===== config.mk =====
export PLATFORM = sky130hd
export DESIGN_NAME = pcms_ram
export DESIGN_NICKNAME = d
export VERILOG_FILES = /design/src/rtl/core/pcms_ram.sv
export SDC_FILE = /design/constraint.sdc
export NUM_CORES = 1
export LEC_CHECK = 0
export ABC_AREA = 1
export BUFFER_PORTS_ARGS = -buffer_cell sky130_fd_sc_hd__buf_4
export CAP_MARGIN = 20
export CELL_PAD_IN_SITES_DETAIL_PLACEMENT = 0
export CELL_PAD_IN_SITES_GLOBAL_PLACEMENT = 1
export CORE_ASPECT_RATIO = 2
export CORE_UTILIZATION = 49
export CTS_CLUSTER_SIZE = 24
export DETAILED_ROUTE_END_ITERATION = 10
export PLACE_DENSITY_LB_ADDON = 0.1
export SETUP_SLACK_MARGIN = 0.05
export SYNTH_ARGS = -nofsm -noshare
export SYNTH_HDL_FRONTEND = slang
export SYNTH_SLANG_ARGS = --single-unit
export TNS_END_PERCENT = 30

===== constraint.sdc =====
create_clock -name clk_i -period 1.6 [get_ports clk_i]
set_clock_uncertainty 0.15 [all_clocks]
set_input_delay 0.08 -clock clk_i [delete_from_list [all_inputs] [get_ports clk_i]]
set_output_delay 0.08 -clock clk_i [all_outputs]
set_load 0.01 [all_outputs]

===== src/rtl/core/pcms_ram.sv =====
module pcms_ram #(
  parameter int unsigned Width = 8,
  parameter int unsigned Depth = 16
) (
  input  logic                     clk_i,
  input  logic                     we_i,
  input  logic [$clog2(Depth)-1:0] waddr_i,
  input  logic [Width-1:0]         wdata_i,
  input  logic [$clog2(Depth)-1:0] raddr_i,
  output logic [Width-1:0]         rdata_o
);

  logic [Width-1:0] mem_q [Depth];

  always_ff @(posedge clk_i) begin
    if (we_i) begin
      mem_q[waddr_i] <= wdata_i;
    end
    rdata_o <= mem_q[raddr_i];
  end

endmodule


==> flow_summary.toml <==
[run_status]
outcome = "completed"

[flow_run]
maxCapViolCount = 0

[grt]
grt_pass1_vias = 3848
grt_usage_pct = 25.61
grt_start_max_net_pins = 60
grt_overflow = 0
grt_pass1_wl_um = 21720
antenna_found_initial = 0

[die]
io_pins = 26
die_h_um = 155.4
core_area_sq_um = 11350
start_util_pct = 50.79
dieArea_sq_um = 12230
die_x_um = 78.71
rows = 55

[sta]
final.setup.tns_ns = 0
finalCriticalPeriod_ns = 1.230
period_share_pct = 76.85
fmax_ghz = 0.8133
slew_headroom_pct = 56.19
setup_viol = 0
rsz0062_at_grt = "false"
finalHoldViolCount = 0
slew_violations = 0
worst_pin_slew_ns = 0.6565

[detailed_routing]
vias_per_cell = 5.103
avgRoutedWirePerCell_um = 18.42
ant_nets = 0
first_pass_iters = 5
initialDrtViolationCount = 261
wirelength_um = 13950
drc = 0
vias = 3863

[placed_design]
portBuffers = 25
routabilityCongestion = 0.7898
place_area_sq_um = 6201
hpwl_um = 8711

[worst_setup_path]
r2r_slack_ns = 0.37
cp-start-kind = "flop"
cp_max_fo = 1
reg2reg_depth = 6
endpoint_kind = "flop"
arrival_ns = 1.39
regToRegEndpoint = "rdata_o[2]"
critPathKind = "reg2reg"
crit_required_ns = 1.76
r2r_start = "mem_q[3][2]"

[cts]
cts_sinks = 136
cts_resized = 0
clk_pin_slew_ns = 0.05
htree_levels = 4
clockBufferDepth = 2
cts_tree = "yes"
cts_buffers = 17
clk_latency_ns = 0.43
cts_root_buf = "clkbuf_16"

[logic_synthesis]
yosys.area_share.simple_pct = 21.05
yosysUniqueCellTypes = 12
synth-compound-area-share_pct = 0
ys_seq_elements = 136
yosysWarnings = 0
synth_fa_ha_area_share_pct = 0
ys_seq_area_share_pct = 69.43
synthMuxAreaShare_pct = 0
syn-instance-count = 551
synth_top_family_by_area = "simple AND/OR/NAND/NOR gates"
syn-num-nets = 569
postSynthAreaPerCell_sq_um = 10.47
syn_area_sq_um = 5767
synth-xor-area-share_pct = 0

[worst_hold_path]
hold_end = "rdata_o[4]"
hp-class = "in2reg"
whs_path_depth = 6
worstHoldStart = "raddr_i[0]"

[power]
powerDensity_nw_per_um2 = 1284
ir_drop_mv = 1.090
p_leak_uw = 0.003028

[cells_and_area]
antenna_cells = 0
mostFrequentLayoutCells = "nand2_1, edfxtp_1, inv_1"
final_common_cell = "nand2_1"
syn_to_final_growth_pct = 20.50
design_area_sq_um = 6949
nets = 621
drive_gt1_share_pct = 12.68
-- per-layer routing --
metal | wire (um) | vias to the layer above | GRT usage, %
li1 | - | 1874 | -
met1 | 5087 | 1858 | 28.33
met2 | 7947 | 107 | 47.20
met3 | 562 | 24 | 4.457
met4 | 348 | 0 | 10.58
met5 | 0 | - | 0
-- critical path, stage by stage (launching register included) --
cell and delay [ns]:
edfxtp_1 0.36, inv_1 0.06, nand2_1 0.04, nand3_1 0.13, nand3_1 0.11, nand3_1 0.17, nand2_1 0.08
-- layout make-up --
class	instances	area, sq um
Sequential cell	136	4004
Fill cell	930	4405
Multi-Input combinational cell	289	1214
Tap cell	142	177.7
Clock inverter	12	225.2
Timing Repair Buffer	57	513.0
Inverter	102	382.9
Clock buffer	19	432.9
-- cell families (layout without fill, tap and decap cells) --
kind of cell	Yosys count	count (layout)
flops	136	136
buf+inv	126	190
simple gates	289	289
-- where the power goes --
part / internal (uW) / leakage, uW / switching, uW / total (uW)
sequential: 3980 / 0.00122 / 25.2 / 4010
clock: 2910 / 0.000311 / 1450 / 4360
combinational: 197 / 0.00149 / 362 / 559
-- how the worst max path moves through the flow --
stage / cells past startpoint / end / startpoint / slack [ns]
4_1_cts: 6 / rdata_o[2] / mem_q[3][2] / 0.34
6_report: 6 / rdata_o[2] / mem_q[3][2] / 0.37
3_5_place_dp: 5 / rdata_o[1] / raddr_i[2] / 0.16
3_3_place_gp: 5 / rdata_o[1] / raddr_i[2] / 0.13
5_1_grt: 6 / rdata_o[2] / mem_q[3][2] / 0.27
2_1_floorplan: 2 / mem_q[10][0] / waddr_i[2] / 0.42
-- Yosys cell counts (all sizes together) --
master / instances / area (sq um)
inv: 102 / 382.9
nor2: 17 / 63.81
nand2: 173 / 649.4
nand3: 97 / 485.5
dfxtp: 8 / 160.2
buf: 24 / 166.4
edfxtp: 128 / 3844
nand3b: 2 / 15.01
-- sequential cells by signal (all words and copies together) (netlist names) --
register,count
mem_q,128
rdata_o,8
-- stage by stage --
step | power, uW | setup WS, ns | cells | hold WS, ns | utilization (%)
after detailed placement | 4630 | 0.1575 | 717 | 0.2661 | 54.61
after global routing | 9172 | 0.2740 | 757 | 0.09247 | 61.20
after CTS | 8970 | 0.3410 | 757 | 0.06889 | 61.20
after floorplan | 4368 | 0.4192 | 551 | 0.02887 | -
final | 8923 | 0.3705 | 757 | 0.06397 | 61.20
after global placement | 4627 | 0.1317 | 717 | 0.2729 | 54.61
-- what timing repair did --
action,in CTS,in global routing
buffers inserted,0,0
hold endpoints to repair,136,0
endpoints found under the setup margin,0,0
hold buffers,9,0
(Power assumes the default switching activity.)
